### config.mk
export PLATFORM = sky130hd
export DESIGN_NAME = mqdob_ctrl
export DESIGN_NICKNAME = d
export VERILOG_FILES = /design/src/design/multi_queue_drop_oldest_buffer_macros.svh /design/src/design/mqdob_pkg.sv /design/src/design/mqdob_ctrl.sv
export SDC_FILE = /design/constraint.sdc
export NUM_CORES = 1
export LEC_CHECK = 0
export BUFFER_PORTS_ARGS = -buffer_cell sky130_fd_sc_hd__buf_2
export CELL_PAD_IN_SITES_DETAIL_PLACEMENT = 0
export CELL_PAD_IN_SITES_GLOBAL_PLACEMENT = 1
export CORE_MARGIN = 2
export CORE_UTILIZATION = 50
export DETAILED_ROUTE_END_ITERATION = 16
export PLACE_DENSITY = 0.92
export RECOVER_POWER = 25
export SLEW_MARGIN = 20
export SYNTH_ARGS = -nofsm -noshare
export SYNTH_HDL_FRONTEND = slang
export SYNTH_SLANG_ARGS = --single-unit
### constraint.sdc
create_clock -name i_clk -period 4.7 [get_ports i_clk]
set_clock_uncertainty 0.05 [all_clocks]
set_input_delay 0.235 -clock i_clk [delete_from_list [all_inputs] [get_ports i_clk]]
set_output_delay 0.235 -clock i_clk [all_outputs]
set_load 0.03 [all_outputs]
### src/design/multi_queue_drop_oldest_buffer_macros.svh
// Assertion macros shared by the multi-queue drop-oldest buffer.
`ifndef MULTI_QUEUE_DROP_OLDEST_BUFFER_MACROS_SVH
`define MULTI_QUEUE_DROP_OLDEST_BUFFER_MACROS_SVH

// The consequent must hold in the same cycle as the antecedent.
`define MQDOB_ASSERT_SAME(label, ante, cons) \
    label: assert property (@(posedge i_clk) disable iff (!i_rst_n) (ante) |-> (cons)) \
        else $error("mqdob: same-cycle check failed");

// The consequent must hold in the cycle after the antecedent.
`define MQDOB_ASSERT_NEXT(label, ante, cons) \
    label: assert property (@(posedge i_clk) disable iff (!i_rst_n) (ante) |=> (cons)) \
        else $error("mqdob: next-cycle check failed");

`endif

### src/design/mqdob_pkg.sv
// Package with types, codes and defaults of the multi-queue drop-oldest buffer.
package mqdob_pkg;

    localparam int NUM_QUEUES_DEF  = 8;
    localparam int QUEUE_DEPTH_DEF = 16;

    localparam int CMD_W     = 2;
    localparam int QIDX_W    = 3;
    localparam int KIND_W    = 8;
    localparam int PAYLOAD_W = 32;
    localparam int QCNT_W    = 4;
    localparam int STATUS_W  = 2;
    localparam int S_TDATA_W = 56;
    localparam int M_TDATA_W = 56;

    localparam logic [QCNT_W-1:0] QCNT_RESET = 4'd8;

    typedef enum logic [CMD_W-1:0] {
        CMD_BIND = 2'd0,
        CMD_FREE = 2'd1,
        CMD_PUSH = 2'd2,
        CMD_POP  = 2'd3
    } t_cmd_e;

    typedef enum logic [STATUS_W-1:0] {
        ST_OK    = 2'd0,
        ST_BOUND = 2'd1,
        ST_RANGE = 2'd2,
        ST_EMPTY = 2'd3
    } t_status_e;

    typedef struct packed {
        logic [PAYLOAD_W-1:0] payload;
        logic [KIND_W-1:0]    minor;
        logic [KIND_W-1:0]    major;
    } t_entry;

    typedef struct packed {
        t_status_e status;
        logic      stored;
        logic      dropped;
        logic      pop_hit;
    } t_result;

endpackage

### src/design/mqdob_ctrl.sv
// Per-queue control: bound flags, head pointers, fill counts and command decode.
module mqdob_ctrl #(
    parameter int NUM_QUEUES  = mqdob_pkg::NUM_QUEUES_DEF,
    parameter int QUEUE_DEPTH = mqdob_pkg::QUEUE_DEPTH_DEF,
    parameter int QW          = (NUM_QUEUES > 1) ? $clog2(NUM_QUEUES) : 1,
    parameter int PW          = $clog2(QUEUE_DEPTH)
) (
    input  logic                          i_clk,
    input  logic                          i_rst_n,
    input  logic                          i_cfg_we,
    input  logic [mqdob_pkg::QCNT_W-1:0]  i_cfg_wdata,
    input  logic                          i_exec,
    input  mqdob_pkg::t_cmd_e             i_cmd,
    input  logic [mqdob_pkg::QIDX_W-1:0]  i_qidx,
    output mqdob_pkg::t_result            o_res,
    output logic                          o_wr_en,
    output logic                          o_rd_en,
    output logic [QW-1:0]                 o_q,
    output logic [PW-1:0]                 o_ptr
);
    import mqdob_pkg::*;

    localparam int CW = $clog2(QUEUE_DEPTH + 1);
    localparam int SW = CW + 1;
    localparam logic [CW-1:0] FULL_CNT = CW'(QUEUE_DEPTH);
    localparam logic [SW-1:0] DEPTH_S  = SW'(QUEUE_DEPTH);
    localparam logic [PW-1:0] LAST_PTR = PW'(QUEUE_DEPTH - 1);

    logic [QCNT_W-1:0] r_qcnt;
    logic              r_bound [NUM_QUEUES];
    logic [PW-1:0]     r_head  [NUM_QUEUES];
    logic [CW-1:0]     r_fill  [NUM_QUEUES];

    logic          n_bound;
    logic [PW-1:0] n_head;
    logic [CW-1:0] n_fill;
    logic          upd;
    logic          in_range;
    logic [QW-1:0] q;
    logic          cur_bound;
    logic [PW-1:0] cur_head;
    logic [CW-1:0] cur_fill;
    logic [SW-1:0] sum;
    logic [PW-1:0] tail;
    logic [PW-1:0] head_inc;
    t_result       res;

    always_ff @(posedge i_clk) begin
        if (!i_rst_n) begin
            r_qcnt <= QCNT_RESET;
        end else if (i_cfg_we) begin
            r_qcnt <= i_cfg_wdata;
        end
    end

    assign in_range = ({1'b0, i_qidx} < r_qcnt) && (int'(i_qidx) < NUM_QUEUES);
    assign q        = QW'(i_qidx);

    assign cur_bound = r_bound[q];
    assign cur_head  = r_head[q];
    assign cur_fill  = r_fill[q];

    assign sum      = SW'(cur_head) + SW'(cur_fill);
    assign tail     = (sum >= DEPTH_S) ? PW'(sum - DEPTH_S) : PW'(sum);
    assign head_inc = (cur_head == LAST_PTR) ? '0 : cur_head + 1'b1;

    always_comb begin
        res         = '{status: ST_OK, stored: 1'b0, dropped: 1'b0, pop_hit: 1'b0};
        n_bound     = cur_bound;
        n_head      = cur_head;
        n_fill      = cur_fill;
        o_wr_en     = 1'b0;
        o_rd_en     = 1'b0;
        o_ptr       = cur_head;
        upd         = 1'b0;
        if (!in_range) begin
            res.status = ST_RANGE;
        end else begin
            case (i_cmd)
                CMD_BIND: begin
                    if (cur_bound) begin
                        res.status = ST_BOUND;
                    end else begin
                        n_bound = 1'b1;
                        upd     = 1'b1;
                    end
                end
                CMD_FREE: begin
                    n_bound = 1'b0;
                    n_head  = '0;
                    n_fill  = '0;
                    upd     = 1'b1;
                end
                CMD_PUSH: begin
                    if (cur_bound) begin
                        res.stored = 1'b1;
                        o_wr_en    = i_exec;
                        o_ptr      = tail;
                        upd        = 1'b1;
                        if (cur_fill == FULL_CNT) begin
                            res.dropped = 1'b1;
                            n_head      = head_inc;
                        end else begin
                            n_fill = cur_fill + 1'b1;
                        end
                    end
                end
                CMD_POP: begin
                    if (cur_fill == '0) begin
                        res.status = ST_EMPTY;
                    end else begin
                        res.pop_hit = 1'b1;
                        o_rd_en     = i_exec;
                        n_head      = head_inc;
                        n_fill      = cur_fill - 1'b1;
                        upd         = 1'b1;
                    end
                end
                default: begin
                    res.status = ST_OK;
                end
            endcase
        end
    end

    always_ff @(posedge i_clk) begin
        if (!i_rst_n) begin
            for (int i = 0; i < NUM_QUEUES; i++) begin
                r_bound[i] <= 1'b0;
                r_head[i]  <= '0;
                r_fill[i]  <= '0;
            end
        end else if (i_exec && upd) begin
            r_bound[q] <= n_bound;
            r_head[q]  <= n_head;
            r_fill[q]  <= n_fill;
        end
    end

    assign o_res = res;
    assign o_q   = q;

endmodule

== Word-level counts from Yosys, hierarchy flattened ==
Memories as Yosys holds them, arrays and structs flattened.
Index checks and enable logic that the tools add are counted.

* Input port bits: 13
* Word-level logic and storage cells: 72
* Memories kept: 3
* Bits in writable memories: 80
* Output and inout bits: 14
* Flip-flop bits (word level): 4

* Mux-type cells: 50
* Reduce and logical (&&, ||, !) cells: 6
* Order comparisons: 2
* Equality and inequality tests: 5
* Add/subtract/negate cells: 5

{| class="wikitable"
|+ Memories
! name !! depth !! width !! rd ports !! clocked after memory_dff !! write ports !! line !! text
|-
| r_fill || 8 || 5 || 1 || 0 || 8 || mqdob_ctrl.sv:32 || <nowiki>logic [CW-1:0] r_fill [NUM_QUEUES];</nowiki>
|-
| r_head || 8 || 4 || 1 || 0 || 8 || mqdob_ctrl.sv:31 || <nowiki>logic [PW-1:0] r_head [NUM_QUEUES];</nowiki>
|-
| r_bound || 8 || 1 || 1 || 0 || 8 || mqdob_ctrl.sv:30 || <nowiki>logic r_bound [NUM_QUEUES];</nowiki>
|}

{| class="wikitable"
|+ Operators by type and width
! cell !! number
|-
| $mux 4 || 10
|-
| $mux 5 || 5
|-
| $mux 1 || 22
|-
| $pmux 5 s3 || 1
|-
| $mux 3 || 4
|-
| $pmux 4 s3 || 1
|-
| $mux 2 || 4
|-
| $add 4x5->6 || 1
|-
| $ge 6x5->1 const B || 1
|-
| $add 5x1->5 const B || 1
|-
| $eq 5x5->1 const B || 1
|-
| $logic_not 5->1 || 1
|-
| $reduce_or 5->1 || 1
|-
| $sub 5x1->5 const B || 1
|-
| $add 4x1->4 const B || 1
|-
| $eq 2x2->1 const B || 2
|-
| $eq 4x4->1 const B || 1
|-
| $lt 3x4->1 || 1
|-
| $pmux 1 s4 || 1
|-
| $pmux 2 s2 || 1
|-
| $reduce_or 4->1 || 1
|-
| $sub 4x1->4 const B || 1
|-
| $eq 2x1->1 const B || 1
|-
| $logic_not 2->1 || 1
|-
| 3 further kinds || 3
|}

== Depth between registers and ports, before layout ==
Gate-level depths: netlist of the first run.
An unclocked memory read counts as a cell.

* Depth in word-level cells: 11
* Gate-level depth with buffers: 13
* Gate-level depth less buffers: 10

== Worst setup path after synthesis of the first run ==
OpenSTA, ideal clock, no wires.

* Path type: in2out
* Start: input port i_qidx[0] (netlist bit)
* End: output port o_res[3] (netlist bit)
* Stages on the path: 9
* Setup slack: 1.564 ns
* Arrival time: 2.851 ns
* Path buffers: 2
* Data required time: 4.415 ns
* Cells stage by stage: buf_4 > mux4_1 > mux2i_1 > ha_1 > o41ai_2 > buf_2 > nor2_1 > nand2_1 > a211oi_1

{| class="wikitable"
|+ RTL lines
! element !! line !! text
|-
| start, declared || mqdob_ctrl.sv:14 || <nowiki>input logic [mqdob_pkg::QIDX_W-1:0] i_qidx,</nowiki>
|-
| end, declared || mqdob_ctrl.sv:15 || <nowiki>output mqdob_pkg::t_result o_res,</nowiki>
|}

==> impl_metrics.yaml, run 1 <==
timing:
  post-route-period-util_pct: 84.8
  setup_ws_ps: 713
  fin_setup_tns_ps: 0
  drv_slew: 0
  rsz0062_at_grt: "false"
  timing.hold.ws_ps: 52.8
  max_slew_margin_pct: 34.8
  finalHoldViolCount: 0
  setup_viol: 0
  fin_crit_ps: 3990
  worst_pin_slew_ps: 967
  max_freq_mhz: 251
placement:
  dp.cells: 575
  place.gp.congestion: 0.922
  port_buffers: 26
  post_dp_cell_area_um2: 5060
  hpwl_mm: 8.18
  place_ws_ps: 625
synthesis:
  syn_inst: 437
  yosysMostFrequentCell: "nor2_1"
  yosysSeqAreaShare_pct: 49.6
  synthFlopType: "edfxtp_1"
  syn_area_um2: 4850
  synthTopCellsByArea: "edfxtp_1, nor2_1, dfxtp_1"
  synth-seq-cells: 84
  yosys.cell_types.count: 63
  synth_edf_count: 72
  synth_top_area_share_pct: 44.6
  avgSynthCellArea_um2: 11.1
  ys_warn_count: 0
  synth_nets: 462
  synth_top_cell_by_area: "edfxtp_1"
  synthTopCellsByCount: "nor2_1, edfxtp_1, nand2_1"
  synthArstFlopShare_pct: 0
detailed_routing:
  drtIter0Drc: 302
  post_drt_via_cell_ratio: 6.05
  ant_nets: 0
  drt_drc_violations_left: 0
  first_pass_iters: 5
  routed_wl_mm: 11.6
  wl_per_cell_um: 19.7
  vias: 3577
job:
  cap_violations: 0
die:
  die_h_um: 102
  core_um2: 9330
  num_rows: 35
  io_pins: 27
  initial_core_util_pct: 52.0
  die_x_um: 102
  dieArea_um2: 10500
cts:
  cts_setup_buffers: 0
  cts_resized: 0
  cts_tree: "built"
  clkSlewWorstSetupHoldPaths_ps: 90
  cts_buffers: 9
  ctsHoldBuffers: 0
  insertion_delay_ps: 360
  htreeDepth: 3
  cts_max_path_buffers: 2
  clock_sinks: 84
  clock-root-buffer: "clkbuf_8"
global_route:
  grt_pass1_wl_mm: 18.4
  grt_max_degree: 32
  grt_antenna_before_repair: 0
  grt_usage_pct: 23.7
  grt_pass1_vias: 3505
  grt_overflow: 0
setup_path:
  end_kind: "register"
  r2r-start: "r_fill[1][0]"
  cp_max_fo: 27
  crit_type: "input pin to register"
  required_ps: 4640
  cp-startpoint: "i_qidx[1]"
  crit_path_start_kind: "input pin"
  crit_arrival_ps: 3930
  crit_path_end: "r_fill[2][0]"
  r2r_cells: 9
  reg2reg_to: "r_fill[2][0]"
  rrSetupSlack_ps: 830
min_path:
  hold_start: "i_cfg_wdata[3]"
  hold_class: "input pin to register"
pwr:
  seqPwrFrac_pct: 50.1
  p_leak_uw: 0.00199
  switching_share_pct: 29.2
  pwr-share-comb_pct: 18.0
  clkPwrFrac_pct: 31.9
  p_switching_uw: 492
  power.density_nw_per_um2: 323
  vdd_ir_drop_max_mv: 0.129
  internal_power_uw: 1200
layout:
  multiInputGateArea_um2: 2180
  areaGrowthSynthToFinish_pct: 7.82
  seqCellArea_um2: 2400
  stdcell_area_um2: 5230
  fin_nets: 482
  nFillCells: 815
  fin_cells: 591
  num_antenna_cells: 0
  drive_above_1_share_pct: 20.3
status:
  status: "finished, final reports clean"
power groups by stage:
stage               combinational, uW  clock, uW  sequential (uW)
floorplan                         228          0              859
finish                            303        538              846
detailed placement                306          0              863
CTS                               308        544              846
global placement                  301          0              862
global route                      329        572              849
metal layers:
metal	GRT usage [%]	wire, um	vias to the layer above	part of all wire (%)
met4	8.21	233	0	2.0
met2	40.1	5900	167	51
met5	0	0	-	0
met1	31.1	4660	1744	40
li1	-	-	1639	-
met3	3.63	839	27	7.2
through the flow:
stage | total power (uW) | util (%)
3_5_place_dp | 1170 | 54.3
3_3_place_gp | 1160 | 54.3
2_1_floorplan | 1090 | -
5_1_grt | 1750 | 56.0
4_1_cts | 1700 | 56.5
6_report | 1690 | 56.0
worst min-delay path by stage:
stage                             to  slack, ps  cells after the start
after floorplan            r_qcnt[3]        310                      2
after global placement    r_bound[5]        390                      2
after detailed placement  r_bound[5]        400                      2
after CTS                  r_qcnt[3]         50                      3
after global routing       r_qcnt[3]         60                      3
final                      r_qcnt[3]         50                      3
cell usage in the layout, fill, tap and decap left out, types with 11 or more instances in the layout:
| cell | synthesis | routed |
|---|---|---|
| mux2i_1 | 21 | 21 |
| nor2_1 | 73 | 73 |
| inv_1 | 16 | 16 |
| ha_1 | 11 | 11 |
| edfxtp_1 | 72 | 72 |
| nor2_2 | 12 | 12 |
| mux2_2 | 17 | 17 |
| buf_2 | 10 | 22 |
| nand2_1 | 46 | 46 |
| dfxtp_1 | 12 | 12 |
registers in the layout, indices dropped and copies added (netlist names):
register  cells
r_bound       8
r_fill       40
r_head       32
r_qcnt        4
kinds of logic (layout without fill, tap and decap cells):
| kind of cell | count (synthesis) | count (layout) | share of synthesized area [%] |
|---|---|---|---|
| AO/OA/AOI/OAI | 70 | 70 | 12.9 |
| multiplexers | 46 | 46 | 12.2 |
| XOR/XNOR | 3 | 3 | 0.542 |
| buffers and inverters | 47 | 72 | 4.98 |
| AND/OR/NAND/NOR | 175 | 175 | 16.6 |
| flip-flops | 84 | 84 | 49.6 |
| adder cells (fa/ha/maj) | 12 | 12 | 3.25 |
cell type report:
class / count / area share (%)
multi-input combinational: 306 / 41.8
tap: 129 / 3.09
inverter: 16 / 1.15
timing repair buffer: 40 / 4.05
clock buffer: 9 / 2.37
sequential: 84 / 46.0
clock inverter: 7 / 1.60
worst max-delay path, stage by stage:
cell and delay [ps]:
buf_2 490, inv_1 320, a221oi_1 310, a2bb2oi_1 580
ha_1 310, o41ai_2 200, o2111ai_1 260, o221ai_1 270
nand2_1 490, nand2_1 450
No activity file was read; power rests on OpenSTA's default activity.
==> run 2, diff against run 1 <==
--- a/config.mk
+++ b/config.mk
@@ -5,13 +5,14 @@
 export SDC_FILE = /design/constraint.sdc
 export NUM_CORES = 1
 export LEC_CHECK = 0
+export ABC_AREA = 1
 export BUFFER_PORTS_ARGS = -buffer_cell sky130_fd_sc_hd__buf_2
 export CELL_PAD_IN_SITES_DETAIL_PLACEMENT = 0
 export CELL_PAD_IN_SITES_GLOBAL_PLACEMENT = 1
 export CORE_MARGIN = 2
-export CORE_UTILIZATION = 50
+export CORE_UTILIZATION = 42
 export DETAILED_ROUTE_END_ITERATION = 16
-export PLACE_DENSITY = 0.92
+export PLACE_DENSITY = 0.88
 export RECOVER_POWER = 25
 export SLEW_MARGIN = 20
 export SYNTH_ARGS = -nofsm -noshare
==> constraint.sdc (replaced) <==
create_clock -name i_clk -period 3.3 [get_ports i_clk]
set_clock_uncertainty 0.05 [all_clocks]
set_input_delay 0.165 -clock i_clk [delete_from_list [all_inputs] [get_ports i_clk]]
set_output_delay 0.165 -clock i_clk [all_outputs]
set_load 0.03 [all_outputs]
==> impl_metrics.yaml, run 2 <==
die:
  initial_core_util_pct: 43.0
  die_x_um: 112
  dieArea_um2: 12600
  die_h_um: 112
  io_pins: 27
  num_rows: 39
  core_um2: 11400
detailed_routing:
  routed_wl_mm: 12.8
  first_pass_iters: 5
  drtIter0Drc: 397
  drt_drc_violations_left: 0
  vias: 4142
  wl_per_cell_um: 16.3
  post_drt_via_cell_ratio: 5.27
  ant_nets: 0
timing:
  setup_viol: 0
  drv_slew: 0
  timing.hold.ws_ps: 2.75
  rsz0062_at_grt: "false"
  post-route-period-util_pct: 91.0
  max_freq_mhz: 333
  fin_setup_tns_ps: 0
  finalHoldViolCount: 0
  worst_pin_slew_ps: 976
  max_slew_margin_pct: 34.9
  fin_crit_ps: 3000
layout:
  multiInputGateArea_um2: 2080
  largest_reg_flops: 40
  final_cell_mix: "nand2_1, nor2_1, edfxtp_1"
  final_util_pct: 47.5
  areaGrowthSynthToFinish_pct: 10.4
  stdcell_area_um2: 5420
  seqCellArea_um2: 2400
  top_regs: "r_fill x40, r_head x32, r_bound x8"
  nFillCells: 1140
  regMostFlops: "r_fill"
  drive_above_1_share_pct: 11.0
  fin_nets: 663
  num_antenna_cells: 0
  final_common_cell: "nand2_1"
setup_path:
  required_ps: 3330
  cp_max_fo: 16
  crit_path_start_kind: "register"
  end_kind: "register"
  crit_arrival_ps: 3030
  crit_type: "register to register"
min_path:
  hold_class: "input pin to register"
cts:
  clock_sinks: 84
  cts_tree: "built"
  insertion_delay_ps: 340
  clkSlewWorstSetupHoldPaths_ps: 60
  cts_resized: 0
  cts_setup_buffers: 0
  clock-root-buffer: "clkbuf_16"
  cts_max_path_buffers: 2
  htreeDepth: 3
  cts_buffers: 9
synthesis:
  yosysSeqAreaShare_pct: 48.9
  avgSynthCellArea_um2: 8.07
  synth_top_cell_by_area: "edfxtp_1"
  synth_edf_count: 72
  synthTopCellsByCount: "nand2_1, nor2_1, edfxtp_1"
  syn_area_um2: 4910
  synthFlopType: "edfxtp_1"
  syn_inst: 609
  synth-seq-cells: 84
  yosysMostFrequentCell: "nand2_1"
  ys_warn_count: 0
  synthTopCellsByArea: "edfxtp_1, nand2_1, nor2_1"
  synthArstFlopShare_pct: 0
  synth_top_area_share_pct: 44.0
  synth_nets: 634
  yosys.cell_types.count: 36
global_route:
  grt_overflow: 0
  grt_antenna_before_repair: 0
  grt_pass1_wl_mm: 20.3
  grt_usage_pct: 20.9
  grt_pass1_vias: 3931
  grt_max_degree: 40
placement:
  place.gp.congestion: 0.923
  post_dp_cell_area_um2: 5190
  hpwl_mm: 9.01
  port_buffers: 26
status:
  status: "finished, final reports clean"
job:
  cap_violations: 0
pwr:
  p_leak_uw: 0.00245
  power.density_nw_per_um2: 471
  vdd_ir_drop_max_mv: 0.227
==> run 2: cell count changes after synthesis, moves of 11 or more <==
cell,delta
a21oi_1,+26
nand2_1,+179
nand3_1,+16
mux2i_1,-21
mux2_2,-17
inv_1,+37
o21ai_0,+13
nor2_2,-11
==> run 2: logic make-up after synthesis <==
family                   synth area share [%]
AND/OR/NAND/NOR                          30.8
buffers and inverters                    8.38
XOR/XNOR                                 1.07
AO/OA/AOI/OAI                            7.64
adder cells (fa/ha/maj)                  3.21
flip-flops                               48.9
==> run 2: cell type report <==
cell class,instances,area share (%)
Clock inverter,6,0.739
Inverter,59,4.08
Clock buffer,10,4.22
Timing Repair Buffer,45,4.92
Tap cell,143,3.30
Sequential cell,84,44.3
Multi-Input combinational cell,439,38.4
==> run 2: worst paths after layout <==
kind,start,end,slack [ps],cells after the start
worst max-delay path,r_fill[5][0],r_fill[4][4],300,16
worst min-delay path,i_cfg_we,r_qcnt[3],3,2
worst max register to register,r_fill[5][0],r_fill[4][4],300,16
worst min register to register,r_qcnt[2],r_qcnt[2],440,2
==> run 2: metal layers <==
layer	global-route usage (%)	routed length (um)
met3	3.02	1020
met5	0	0
met2	34.3	6130
met4	6.50	261
met1	28.8	5360
==> run 2: timing repair <==
action	4_1_cts	5_1_grt
endpoints found under the hold margin	1	0
setup endpoints to repair	0	0
hold buffers	1	0
==> run 2: report_power, final <==
group | switching, uW | total (uW) | leakage, uW | internal (uW)
clock | 415 | 924 | 0.000134 | 510
sequential | 12.3 | 1200 | 0.000842 | 1190
combinational | 312 | 425 | 0.00147 | 113
==> run 2: per-stage QoR <==
step / total power, uW / worst slack (ps) / instances
5_1_grt: 2660 / 95.3 / 786
6_report: 2550 / 297 / 786
4_1_cts: 2570 / 465 / 786
2_1_floorplan: 1520 / 598 / 609
3_5_place_dp: 1650 / 264 / 769
3_3_place_gp: 1650 / 267 / 769
==> run 2: critical path: stages, from the launching register on <==
cell	delay, ps
edfxtp_1	380
nand2_1	80
a21oi_1	60
o21ai_0	310
nand2_1	130
inv_1	130
ha_1	250
nand2_4	90
nor2_8	120
nand2_4	60
nand2_4	110
nand2_2	50
nand2_1	90
nand2_4	150
nand3_1	120
clkbuf_1	420
nor2_1	100
